[src/rtl/hpt_pkg.sv]
package hpt_pkg;

	// Defaults for the top-level parameters
	localparam int DEF_NUM_DETECTORS = 8;
	localparam int DEF_NUM_PATTERNS  = 8;
	localparam int DEF_COUNT_WIDTH   = 4;

	// Fixed field widths of the stream items
	localparam int FUNC_W   = 2;
	localparam int DET_W    = 3;
	localparam int PAT_W    = 3;
	localparam int MODE_W   = 2;
	localparam int REQ_W    = 4;
	localparam int CFG_W    = 4;
	localparam int CFG_IDX_W = 2;

	typedef enum logic [FUNC_W-1:0] {
		FUNC_CLEAR = 2'd0,
		FUNC_HIT   = 2'd1,
		FUNC_WRITE = 2'd2,
		FUNC_NOP   = 2'd3
	} func_t;

	// Row modes; code 3 is stored but never matches a mode below
	localparam logic [MODE_W-1:0] MODE_VETOABLE = 2'd0;
	localparam logic [MODE_W-1:0] MODE_FORCED   = 2'd1;
	localparam logic [MODE_W-1:0] MODE_VETO     = 2'd2;

	// Configuration register indexes
	localparam logic [CFG_IDX_W-1:0] CFG_DETECTORS = 2'd0;
	localparam logic [CFG_IDX_W-1:0] CFG_PATTERNS  = 2'd1;
	localparam logic [CFG_IDX_W-1:0] CFG_IGNORE    = 2'd2;

	typedef struct packed {
		func_t             func;
		logic [DET_W-1:0]  detector;
		logic [PAT_W-1:0]  pattern;
		logic [MODE_W-1:0] mode;
		logic [REQ_W-1:0]  required_count;
		logic              more_allowed;
	} item_t;

	typedef struct packed {
		logic [CFG_W-1:0] det_use;
		logic [CFG_W-1:0] pat_use;
		logic             ignore_vetoes;
	} cfg_t;

	typedef struct packed {
		logic triggered;
		logic vetoed;
		logic forced;
		logic saturated;
	} decision_t;

endpackage

[src/rtl/hit_pattern_trigger_veto.sv]
// Channel   Dir  Handshake            Payload
// s_*       in   s_tvalid / s_tready  tuser func, tdata detector..more_allowed
// m_*       out  m_tvalid / m_tready  tdata accepted..saturated
// cfg_*     in   cfg_we (no wait)     cfg_index, cfg_data
//
// An item is captured in the input register, then the counter/table update
// and all pattern compares run in one pass into the result register, which
// also latches the new state. One item per cycle while m_tready is high; the
// rate is set by that single compare pass. Reset clears the counters, config
// and valids; pattern cells hold garbage until written. A waiting result stalls
// only once the input register is full.
module hit_pattern_trigger_veto import hpt_pkg::*; #(
	parameter int NUM_DETECTORS = DEF_NUM_DETECTORS,
	parameter int NUM_PATTERNS  = DEF_NUM_PATTERNS,
	parameter int COUNT_WIDTH   = DEF_COUNT_WIDTH
) (
	input  logic                 clk,
	input  logic                 arst_n,
	input  logic                 s_tvalid,
	output logic                 s_tready,
	input  logic [15:0]          s_tdata,   // detector[2:0] pattern[5:3] mode[7:6]
	                                        // required_count[11:8] more_allowed[12]
	input  logic [FUNC_W-1:0]    s_tuser,   // func[1:0]
	output logic                 m_tvalid,
	input  logic                 m_tready,
	output logic [7:0]           m_tdata,   // accepted[0] triggered[1] vetoed[2]
	                                        // forced_trigger[3] saturated[4]
	input  logic                 cfg_we,
	input  logic [CFG_IDX_W-1:0] cfg_index,
	input  logic [CFG_W-1:0]     cfg_data
);

	item_t     item_s1;
	logic      valid_s1;
	logic      advance;
	cfg_t      cfg_q;
	logic      accepted;
	decision_t dec;
	logic [4:0] result_q;
	logic       out_valid_q;

	logic [COUNT_WIDTH-1:0] cnt_next      [NUM_DETECTORS];
	logic [REQ_W-1:0]       cell_cnt_next [NUM_PATTERNS][NUM_DETECTORS];
	logic                   cell_min_next [NUM_PATTERNS][NUM_DETECTORS];
	logic [MODE_W-1:0]      mode_next     [NUM_PATTERNS];

	// The held item moves on whenever the result slot is free or being drained
	assign advance  = valid_s1 && (!out_valid_q || m_tready);
	assign s_tready = !valid_s1 || advance;

	always_ff @(posedge clk or negedge arst_n) begin
		if (!arst_n) begin
			valid_s1 <= 1'b0;
		end else if (s_tready) begin
			valid_s1 <= s_tvalid;
		end
	end

	// Input payload register, no reset needed
	always_ff @(posedge clk) begin
		if (s_tvalid && s_tready) begin
			item_s1.func           <= func_t'(s_tuser);
			item_s1.detector       <= s_tdata[2:0];
			item_s1.pattern        <= s_tdata[5:3];
			item_s1.mode           <= s_tdata[7:6];
			item_s1.required_count <= s_tdata[11:8];
			item_s1.more_allowed   <= s_tdata[12];
		end
	end

	// Config registers; writes must come only while idle, which the block itself does not enforce
	always_ff @(posedge clk or negedge arst_n) begin
		if (!arst_n) begin
			cfg_q.det_use       <= CFG_W'(8);
			cfg_q.pat_use       <= '0;
			cfg_q.ignore_vetoes <= 1'b0;
		end else if (cfg_we) begin
			case (cfg_index)
				CFG_DETECTORS: cfg_q.det_use       <= cfg_data;
				CFG_PATTERNS:  cfg_q.pat_use       <= cfg_data;
				CFG_IGNORE:    cfg_q.ignore_vetoes <= cfg_data[0];
				default: ;
			endcase
		end
	end

	hpt_counters #(
		.NUM_DETECTORS(NUM_DETECTORS),
		.COUNT_WIDTH  (COUNT_WIDTH)
	) u_counters (
		.clk     (clk),
		.arst_n  (arst_n),
		.load    (advance),
		.item    (item_s1),
		.det_use (cfg_q.det_use),
		.cnt_next(cnt_next),
		.accepted(accepted)
	);

	hpt_table #(
		.NUM_DETECTORS(NUM_DETECTORS),
		.NUM_PATTERNS (NUM_PATTERNS)
	) u_table (
		.clk          (clk),
		.load         (advance),
		.item         (item_s1),
		.cell_cnt_next(cell_cnt_next),
		.cell_min_next(cell_min_next),
		.mode_next    (mode_next)
	);

	// Decision is taken on the state as it stands after this item
	hpt_eval #(
		.NUM_DETECTORS(NUM_DETECTORS),
		.NUM_PATTERNS (NUM_PATTERNS),
		.COUNT_WIDTH  (COUNT_WIDTH)
	) u_eval (
		.cfg     (cfg_q),
		.cnt     (cnt_next),
		.cell_cnt(cell_cnt_next),
		.cell_min(cell_min_next),
		.mode    (mode_next),
		.dec     (dec)
	);

	always_ff @(posedge clk or negedge arst_n) begin
		if (!arst_n) begin
			out_valid_q <= 1'b0;
		end else if (advance) begin
			out_valid_q <= 1'b1;
		end else if (m_tready) begin
			out_valid_q <= 1'b0;
		end
	end

	always_ff @(posedge clk) begin
		if (advance) begin
			result_q <= {dec.saturated, dec.forced, dec.vetoed, dec.triggered, accepted};
		end
	end

	assign m_tvalid = out_valid_q;
	assign m_tdata  = {3'b000, result_q};

endmodule

[src/rtl/hpt_counters.sv]
module hpt_counters import hpt_pkg::*; #(
	parameter int NUM_DETECTORS = DEF_NUM_DETECTORS,
	parameter int COUNT_WIDTH   = DEF_COUNT_WIDTH
) (
	input  logic                   clk,
	input  logic                   arst_n,
	input  logic                   load,
	input  item_t                  item,
	input  logic [CFG_W-1:0]       det_use,
	output logic [COUNT_WIDTH-1:0] cnt_next [NUM_DETECTORS],
	output logic                   accepted
);

	logic [COUNT_WIDTH-1:0] cnt_q [NUM_DETECTORS];
	logic                   hit_ok;

	// det below detectors_in_use and below the table size
	assign hit_ok   = (item.func == FUNC_HIT) && (32'(item.detector) < 32'(det_use)) &&
	                  (32'(item.detector) < NUM_DETECTORS);
	assign accepted = hit_ok;

	always_comb begin
		for (int d = 0; d < NUM_DETECTORS; d++) begin
			cnt_next[d] = cnt_q[d];
			if (item.func == FUNC_CLEAR) begin
				cnt_next[d] = '0;
			end else if (hit_ok && (32'(item.detector) == d) && (cnt_q[d] != '1)) begin
				cnt_next[d] = cnt_q[d] + COUNT_WIDTH'(1);
			end
		end
	end

	always_ff @(posedge clk or negedge arst_n) begin
		if (!arst_n) begin
			for (int d = 0; d < NUM_DETECTORS; d++) cnt_q[d] <= '0;
		end else if (load) begin
			for (int d = 0; d < NUM_DETECTORS; d++) cnt_q[d] <= cnt_next[d];
		end
	end

endmodule

[src/rtl/hpt_table.sv]
module hpt_table import hpt_pkg::*; #(
	parameter int NUM_DETECTORS = DEF_NUM_DETECTORS,
	parameter int NUM_PATTERNS  = DEF_NUM_PATTERNS
) (
	input  logic              clk,
	input  logic              load,
	input  item_t             item,
	output logic [REQ_W-1:0]  cell_cnt_next [NUM_PATTERNS][NUM_DETECTORS],
	output logic              cell_min_next [NUM_PATTERNS][NUM_DETECTORS],
	output logic [MODE_W-1:0] mode_next     [NUM_PATTERNS]
);

	logic [REQ_W-1:0]  cell_cnt_q [NUM_PATTERNS][NUM_DETECTORS];
	logic              cell_min_q [NUM_PATTERNS][NUM_DETECTORS];
	logic [MODE_W-1:0] mode_q     [NUM_PATTERNS];
	logic              wr;

	assign wr = (item.func == FUNC_WRITE);

	// Only the addressed cell and its row mode change; out-of-range writes hit nothing
	always_comb begin
		for (int p = 0; p < NUM_PATTERNS; p++) begin
			mode_next[p] = mode_q[p];
			if (wr && (32'(item.pattern) == p) && (32'(item.detector) < NUM_DETECTORS))
				mode_next[p] = item.mode;
			for (int d = 0; d < NUM_DETECTORS; d++) begin
				cell_cnt_next[p][d] = cell_cnt_q[p][d];
				cell_min_next[p][d] = cell_min_q[p][d];
				if (wr && (32'(item.pattern) == p) && (32'(item.detector) == d)) begin
					cell_cnt_next[p][d] = item.required_count;
					cell_min_next[p][d] = item.more_allowed;
				end
			end
		end
	end

	always_ff @(posedge clk) begin
		if (load) begin
			for (int p = 0; p < NUM_PATTERNS; p++) begin
				mode_q[p] <= mode_next[p];
				for (int d = 0; d < NUM_DETECTORS; d++) begin
					cell_cnt_q[p][d] <= cell_cnt_next[p][d];
					cell_min_q[p][d] <= cell_min_next[p][d];
				end
			end
		end
	end

endmodule

[src/rtl/hpt_eval.sv]
module hpt_eval import hpt_pkg::*; #(
	parameter int NUM_DETECTORS = DEF_NUM_DETECTORS,
	parameter int NUM_PATTERNS  = DEF_NUM_PATTERNS,
	parameter int COUNT_WIDTH   = DEF_COUNT_WIDTH
) (
	input  cfg_t                   cfg,
	input  logic [COUNT_WIDTH-1:0] cnt      [NUM_DETECTORS],
	input  logic [REQ_W-1:0]       cell_cnt [NUM_PATTERNS][NUM_DETECTORS],
	input  logic                   cell_min [NUM_PATTERNS][NUM_DETECTORS],
	input  logic [MODE_W-1:0]      mode     [NUM_PATTERNS],
	output decision_t              dec
);

	localparam int CMP_W = (COUNT_WIDTH > REQ_W) ? COUNT_WIDTH : REQ_W;

	logic [NUM_PATTERNS-1:0] row_hit;
	logic                    forced, vtrig, veto;

	always_comb begin
		logic [CMP_W-1:0] have, need;
		logic             ok;
		for (int p = 0; p < NUM_PATTERNS; p++) begin
			ok = 32'(cfg.pat_use) > p;
			for (int d = 0; d < NUM_DETECTORS; d++) begin
				have = CMP_W'(cnt[d]);
				need = CMP_W'(cell_cnt[p][d]);
				if (32'(cfg.det_use) > d) begin
					if (cell_min[p][d]) ok = ok && (have >= need);
					else                ok = ok && (have == need);
				end
			end
			row_hit[p] = ok;
		end
	end

	always_comb begin
		forced = 1'b0;
		vtrig  = 1'b0;
		veto   = 1'b0;
		dec.saturated = 1'b0;
		for (int p = 0; p < NUM_PATTERNS; p++) begin
			forced = forced || (row_hit[p] && (mode[p] == MODE_FORCED));
			vtrig  = vtrig  || (row_hit[p] && (mode[p] == MODE_VETOABLE));
			veto   = veto   || (row_hit[p] && (mode[p] == MODE_VETO));
		end
		veto = veto && !cfg.ignore_vetoes;
		for (int d = 0; d < NUM_DETECTORS; d++) begin
			dec.saturated = dec.saturated || (cnt[d] == '1);
		end
		dec.forced    = forced;
		dec.vetoed    = veto && !forced;
		dec.triggered = forced || (vtrig && !veto);
	end

endmodule

[config.mk]
export PLATFORM = sky130hd
export DESIGN_NAME = hit_pattern_trigger_veto
export DESIGN_NICKNAME = d
export VERILOG_FILES = /design/src/rtl/hpt_pkg.sv /design/src/rtl/hit_pattern_trigger_veto.sv /design/src/rtl/hpt_counters.sv /design/src/rtl/hpt_table.sv /design/src/rtl/hpt_eval.sv
export SDC_FILE = /design/constraint.sdc
export NUM_CORES = 1
export LEC_CHECK = 0
export BUFFER_PORTS_ARGS = -buffer_cell sky130_fd_sc_hd__buf_2
export CELL_PAD_IN_SITES_DETAIL_PLACEMENT = 1
export CELL_PAD_IN_SITES_GLOBAL_PLACEMENT = 1
export CORE_MARGIN = 1
export CORE_UTILIZATION = 55
export CTS_CLUSTER_DIAMETER = 50
export DETAILED_ROUTE_END_ITERATION = 7
export PLACE_DENSITY_LB_ADDON = 0.3
export SKIP_LAST_GASP = 1
export SLEW_MARGIN = 20
export SYNTH_ARGS = -nofsm -noshare
export SYNTH_HDL_FRONTEND = slang
export SYNTH_SLANG_ARGS = --single-unit
[constraint.sdc]
create_clock -name clk -period 19.5 [get_ports clk]
set_clock_uncertainty 0.15 [all_clocks]
set_input_delay 3.9 -clock clk [delete_from_list [all_inputs] [get_ports clk]]
set_output_delay 3.9 -clock clk [all_outputs]
set_load 0.03 [all_outputs]
After elaboration in Yosys (flattened, before gate mapping) --
Memory sizes are Yosys's and may differ from the RTL's. Index checks and enable logic that the tools add are counted.
Word-level totals: flip-flop bits (word level) 63, memory bits (writable) 336, bits of input ports 29, output and inout port bits 10, logic and storage cells 808, memories 3
Memory list:
- u_table.cell_cnt_q | depth 8, bits a word 32, rd ports 8, clocked after memory_dff 0, write ports 8, line hpt_table.sv:13 | logic [REQ_W-1:0] cell_cnt_q [NUM_PATTERNS][NUM_DETECTORS];
- u_table.cell_min_q | depth 8, bits a word 8, rd ports 8, clocked after memory_dff 0, write ports 8, line hpt_table.sv:14 | logic cell_min_q [NUM_PATTERNS][NUM_DETECTORS];
- u_table.mode_q | depth 8, bits a word 2, rd ports 8, clocked after memory_dff 0, write ports 8, line hpt_table.sv:15 | logic [MODE_W-1:0] mode_q [NUM_PATTERNS];
Operators by class: add/subtract/negate cells 8, order comparisons 81, eq/ne operators 114, multiplexer cells 284, reductions and logical operators 298
Operators by type and width (count):
- 2-to-1 mux 4 bit | 80
- == test 4 bit | 64
- greater-or-equal comparator 4 bit | 64
- logical AND 1 bit | 246
- 2-to-1 mux 1 bit | 196
- adder 4 x 1 -> 4 bit, second input constant | 8
- == test 4 bit, second input constant | 8
- > comparator 4 x 3 -> 1 bit, second input constant | 8
- inequality test 4 bit, second input constant | 8
- logical OR 1 bit | 31
- == test 3 bit, second input constant | 8
- == test 2 x 1 -> 1 bit, second input constant | 10
- == test 2 bit, second input constant | 10
- logical NOT 2 bit | 10
- > comparator 4 x 1 -> 1 bit, second input constant | 4
- > comparator 4 x 2 -> 1 bit, second input constant | 4
- 2-to-1 mux 2 bit | 8
- == test 3 x 2 -> 1 bit, second input constant | 4
- == test 3 x 1 -> 1 bit, second input constant | 2
- logical NOT 3 bit | 2
- AND reduction 2 bit | 3
- logical NOT 1 bit | 5
- < comparator 3 x 4 -> 1 bit | 1
- nonzero test 2 bit | 1

Depth between registers and ports, before layout --
depth in word-level cells 43, mapped depth 23, mapped depth without buffers 21

By module --
A second synthesis with hierarchy kept.
Second synthesis, totals: cell total of the unflattened synthesis 2128, area total of the unflattened synthesis 25256.7 sq um
Modules (own cells, without submodules):
- hpt_table | instances 1, cells each 823, area each 14686.6 sq um, sequential area each 10089.7 sq um
- hpt_eval | instances 1, cells each 957, area each 7023.0 sq um, sequential area each 0.0 sq um
- hpt_counters | instances 1, cells each 295, area each 2469.9 sq um, sequential area each 800.8 sq um
- hit_pattern_trigger_veto | instances 1, cells each 53, area each 1077.3 sq um, sequential area each 877.1 sq um

Worst setup path after synthesis --
No wires, ideal clock.
path type in2reg, start input m_tready, end register u_counters.cnt_q[10] (netlist bit), library setup time 101 ps, data arrival time 11755 ps, data required time 19249 ps, slack 7494 ps, stages 4, cells stage by stage nand2b_1 > nand2_1 > inv_1 > mux2_2
On the way: word-level cells in the longest chain between the ends 2
RTL lines:
- start, declared | line hit_pattern_trigger_veto.sv:25 | input logic m_tready,
- logical OR 1 bit | line hit_pattern_trigger_veto.sv:48 | assign advance = valid_s1 && (!out_valid_q || m_tready);
- logical AND 1 bit | line hit_pattern_trigger_veto.sv:48
- net advance | line hit_pattern_trigger_veto.sv:35 | logic advance;
- end, declared | line hpt_counters.sv:14 | logic [COUNT_WIDTH-1:0] cnt_q [NUM_DETECTORS];
The timed path passes the listed nets, and every way through them passes these cells. A chain may end at the register's enable or synchronous reset.

Final worst setup path --
start input m_tready, end output s_tready
On the way: word-level cells in the longest chain between the ends 3
RTL lines:
- logical OR 1 bit | line hit_pattern_trigger_veto.sv:48
- logical AND 1 bit | line hit_pattern_trigger_veto.sv:48
- logical OR 1 bit | line hit_pattern_trigger_veto.sv:49 | assign s_tready = !valid_s1 || advance;
- end, declared | line hit_pattern_trigger_veto.sv:20 | output logic s_tready,
No other way between the ends.

==> summary.txt <==
Critical path
  • CP max FO: 3
  • Kind of critical path: input port to primary output
  • Worst Setup Start Kind: input port
  • Critical path cell sequence: buf_2 > nand3b_1 > buf_2
  • Standard cell with the maximum stage delay on the critical path: sky130_fd_sc_hd__buf_2
  • Worst endpoint data arrival time: around 4.4 ns
  • Category of the worst setup path capture point: primary output
  • Most Frequent Cell on Critical Path: sky130_fd_sc_hd__buf_2
  • Worst endpoint required time: between 15 and 20 ns
  • Longest individual stage delay on the worst path: 0.20 ns

Yosys
  • Mapped Avg Cell Area: between 10 and 15 um2
  • Top cell type's share of synthesized area: approximately 42%
  • Netlist area before placement: around 25,000 um2
  • Flop and latch count out of synthesis: 399
  • Leading cell types by total area after synthesis: sky130_fd_sc_hd__edfxtp_1 42%, sky130_fd_sc_hd__ha_1 13%, sky130_fd_sc_hd__mux2i_1 8.0%
  • Primary flip-flop cell chosen by synthesis mapping: sky130_fd_sc_hd__edfxtp_1
  • Share of async-settable or async-resettable flops after synthesis: around 11%
  • Count of synthesis-stage warnings from yosys: 0
  • Yosys cell types: 86
  • Largest area contributor in the synthesized netlist: sky130_fd_sc_hd__edfxtp_1
  • Cells after synthesis: roughly 2,200
  • Number of enable flip-flop cells after synthesis: about 360
  • Share of synthesized area occupied by flip-flops and latches: 46.66%

STA
  • Post-layout minimum cycle time: around 8.4 ns
  • Setup TNS: 0 ns
  • Measured slew at the worst slew-check pin: approximately 1.4 ns
  • Setup violation total in the final timing report: 0
  • Hold Fails Final Rpt: 0
  • Worst-case headroom to the max-slew limit: 8.766%
  • Pins Over Slew Limit: 0
  • Max frequency: approximately 120 MHz
  • Setup repair after global routing missed its margin: false
  • Final worst path period share: between 40% and 50%

GRT
  • Total global routing overflow: 0
  • Global router's overall resource usage: around a third
  • Pin count of the biggest net entering global routing: 197
  • Wire length of the first global-routing pass: 118,300 um
  • Vias in the first global route: approximately 20,000
  • Antenna violations before repair: 1

Placed design
  • Routability-driven placement congestion ratio: 0.8591
  • HPWL after detailed placement: between 40,000 and 50,000 um
  • Inst Count DP: 2,751
  • Placed cell areas: 26,000 um2
  • Input/output buffers: 32

Clocking
  • CTS tree: done
  • CTS root buffer: sky130_fd_sc_hd__clkbuf_16
  • Number of buffers created by CTS: 53
  • Count of hold buffers inserted by post-cts repair: 0
  • Clock Latency Late Sink: roughly 0.61 ns
  • CTS clk-pin slew, worst paths: 0.06 ns
  • Max Buffers Root-to-Sink: 3
  • Resize count post-CTS: 0
  • Sinks on the clock net: 399
  • Post-CTS Repair Setup Buffers: 0
  • H-tree Lvls: 2

Detailed routing
  • Avg Vias per Cell: about 6.5
  • Total routed wire length on the met1 layer: between 20,000 and 30,000 um
  • Via total after detailed routing: around 18,000
  • Count of TritonRoute iterations in the first routing pass: 5
  • Topmost layer with routed signal wires: met5
  • Number of remaining DRC errors: 0
  • Total wire length after detailed routing: ~76,000 um
  • Number of nets still failing antenna checks after routing: 0
  • Met3 Wirelength: 5323 um
  • Routed length per placed instance: around 27 um
  • Iter 0 DRT Violations: roughly 1,500
  • Routed wl met2: around 37,000 um

Die
  • I/O pin count: 39
  • Number of placement rows: just under 80
  • Die Span Y: about 220 um
  • Core outline area: 45,280 um2
  • Horizontal die dimension: roughly 220 um
  • Effective utilization at floorplan: 55.69%
  • Area of the die: approximately 47,000 um2

Power
  • Peak ir drop on the vdd network: 0.00007680 V
  • Portion of total power attributed to sequential cells: between 40% and 50%
  • Static leakage: 12.87 nW
  • Clock share of power: 40.9%
  • Cell-internal power: approximately 1.8 mW
  • Power dissipated by switching net loads: approximately 0.7 mW
  • Cell area power density: ~90 nW/um2
  • Proportion of power drawn by combinational gates: between 10% and 20%
  • Proportion of total power due to net switching: 28.18%

Flow run
  • Max-cap violations: 0

Outcome
  • Result of the run: finished, final reports clean

Cells and area
  • Post-layout instance count excluding filler cells: around 2,800
  • Final standard cell area without fillers: 27,810 um2
  • Post-layout net count: roughly 2,500
  • Final-layout fill cell count: between 4,000 and 5,000
  • Most frequent standard cell in the layout excluding fill and tap cells: sky130_fd_sc_hd__edfxtp_1
  • Fraction of layout instances using a drive strength above 1: between 15 and 20%
  • Area added between synthesis and finish: 10.27%
  • Leading cell types in the layout, fill and taps excluded: 356 x sky130_fd_sc_hd__edfxtp_1, 261 x sky130_fd_sc_hd__ha_1, 250 x sky130_fd_sc_hd__inv_1

Min path
  • Min-Delay Path Class: register to register
-- layer usage --
metal / up-vias / GRT usage [%]
li1: 8187 / -
met4: 2 / 17.68
met1: 9343 / 40.50
met2: 683 / 55.83
met5: - / 0
met3: 239 / 5.782
-- stage by stage --
step           utilization (%)  setup slack, ns  hold slack, ns  power, mW
2_1_floorplan                -            7.494          0.3072      1.323
3_3_place_gp             57.43            11.07          0.3444      1.424
3_5_place_dp             57.43            11.06          0.3581      1.457
4_1_cts                  61.37            11.05          0.3744      2.470
5_1_grt                  61.41            10.98          0.4002      2.540
6_report                 61.41            11.06          0.3702      2.464
-- Yosys cell counts, drive strengths merged (6+ instances only) --
| library cell | n |
|---|---|
| a21o | 12 |
| a21oi | 121 |
| a22oi | 13 |
| a311oi | 6 |
| a31oi | 6 |
| a41o | 33 |
| a41oi | 18 |
| and2 | 6 |
| and3 | 9 |
| buf | 35 |
| clkbuf | 61 |
| dfrtp | 42 |
| edfxtp | 356 |
| ha | 261 |
| inv | 251 |
| mux2 | 139 |
| mux2i | 202 |
| nand2 | 151 |
| nand2b | 14 |
| nand3 | 51 |
| nand3b | 9 |
| nand4 | 23 |
| nand4b | 12 |
| nor2 | 44 |
| nor2b | 27 |
| nor3 | 17 |
| nor4b | 8 |
| nor4bb | 7 |
| o211ai | 17 |
| o21a | 14 |
| o21ai | 77 |
| o22ai | 10 |
| o31ai | 17 |
| xnor2 | 7 |
| xor2 | 16 |
-- power by group through the flow --
stage	logic, mW	clock network (mW)	registers [mW]
floorplan	0.248	0	1.07
global placement	0.357	0	1.07
detailed placement	0.384	0	1.07
CTS	0.393	1.02	1.06
global route	0.428	1.05	1.06
finish	0.398	1.01	1.06
-- final timing paths --
kind                        startpoint              endpoint  slack (ns)  cells past startpoint
max                           m_tready              s_tready       11.06                      3
min                           valid_s1              m_tvalid        0.37                      1
max reg2reg                item_s1[11]           result_q[1]       12.29                     19
min reg2reg                   valid_s1              m_tvalid        0.37                      1
max in group asynchronous       arst_n  u_counters.cnt_q[12]       15.44                      2
min in group asynchronous       arst_n              cfg_q[0]        3.28                      2
-- state kept, by name, summed over array words and instances, names as in the netlist --
name and flops:
u_table.cell_cnt_q 256, u_table.cell_min_q 64, u_counters.cnt_q 32, u_table.mode_q 16
item_s1 15, cfg_q 9, result_q 5, m_tvalid 1
valid_s1 1
-- kinds of logic (layout without fill, tap and decap cells) --
logic type      count (synthesis)  after routing  synth area share, %
simple gates                  412            412                9.407
flops                         399            399                46.66
compound gates                389            389                10.29
buf+inv                       347            419                5.591
mux                           341            341                14.28
fa+ha+maj                     261            261                12.95
xor+xnor                       23             23               0.7988
other cells                     1              4              0.01487
-- worst max-delay path, delay by kind of cell --
kind | cells | cell delay, ns
buf+inv | 2 | 0.30
simple gates | 1 | 0.18
-- cell type report --
type	instances	area (um2)	area share [%]
Antenna cell	1	2.502	0.008998
Clock buffer	72	1490	5.358
Clock inverter	24	296.5	1.066
Inverter	251	949.7	3.415
Multi-Input combinational cell	1429	12080	43.44
Sequential cell	399	11770	42.31
Tap cell	600	750.7	2.699
Timing Repair Buffer	72	473.0	1.701
Power figures use the tool's default switching activity.
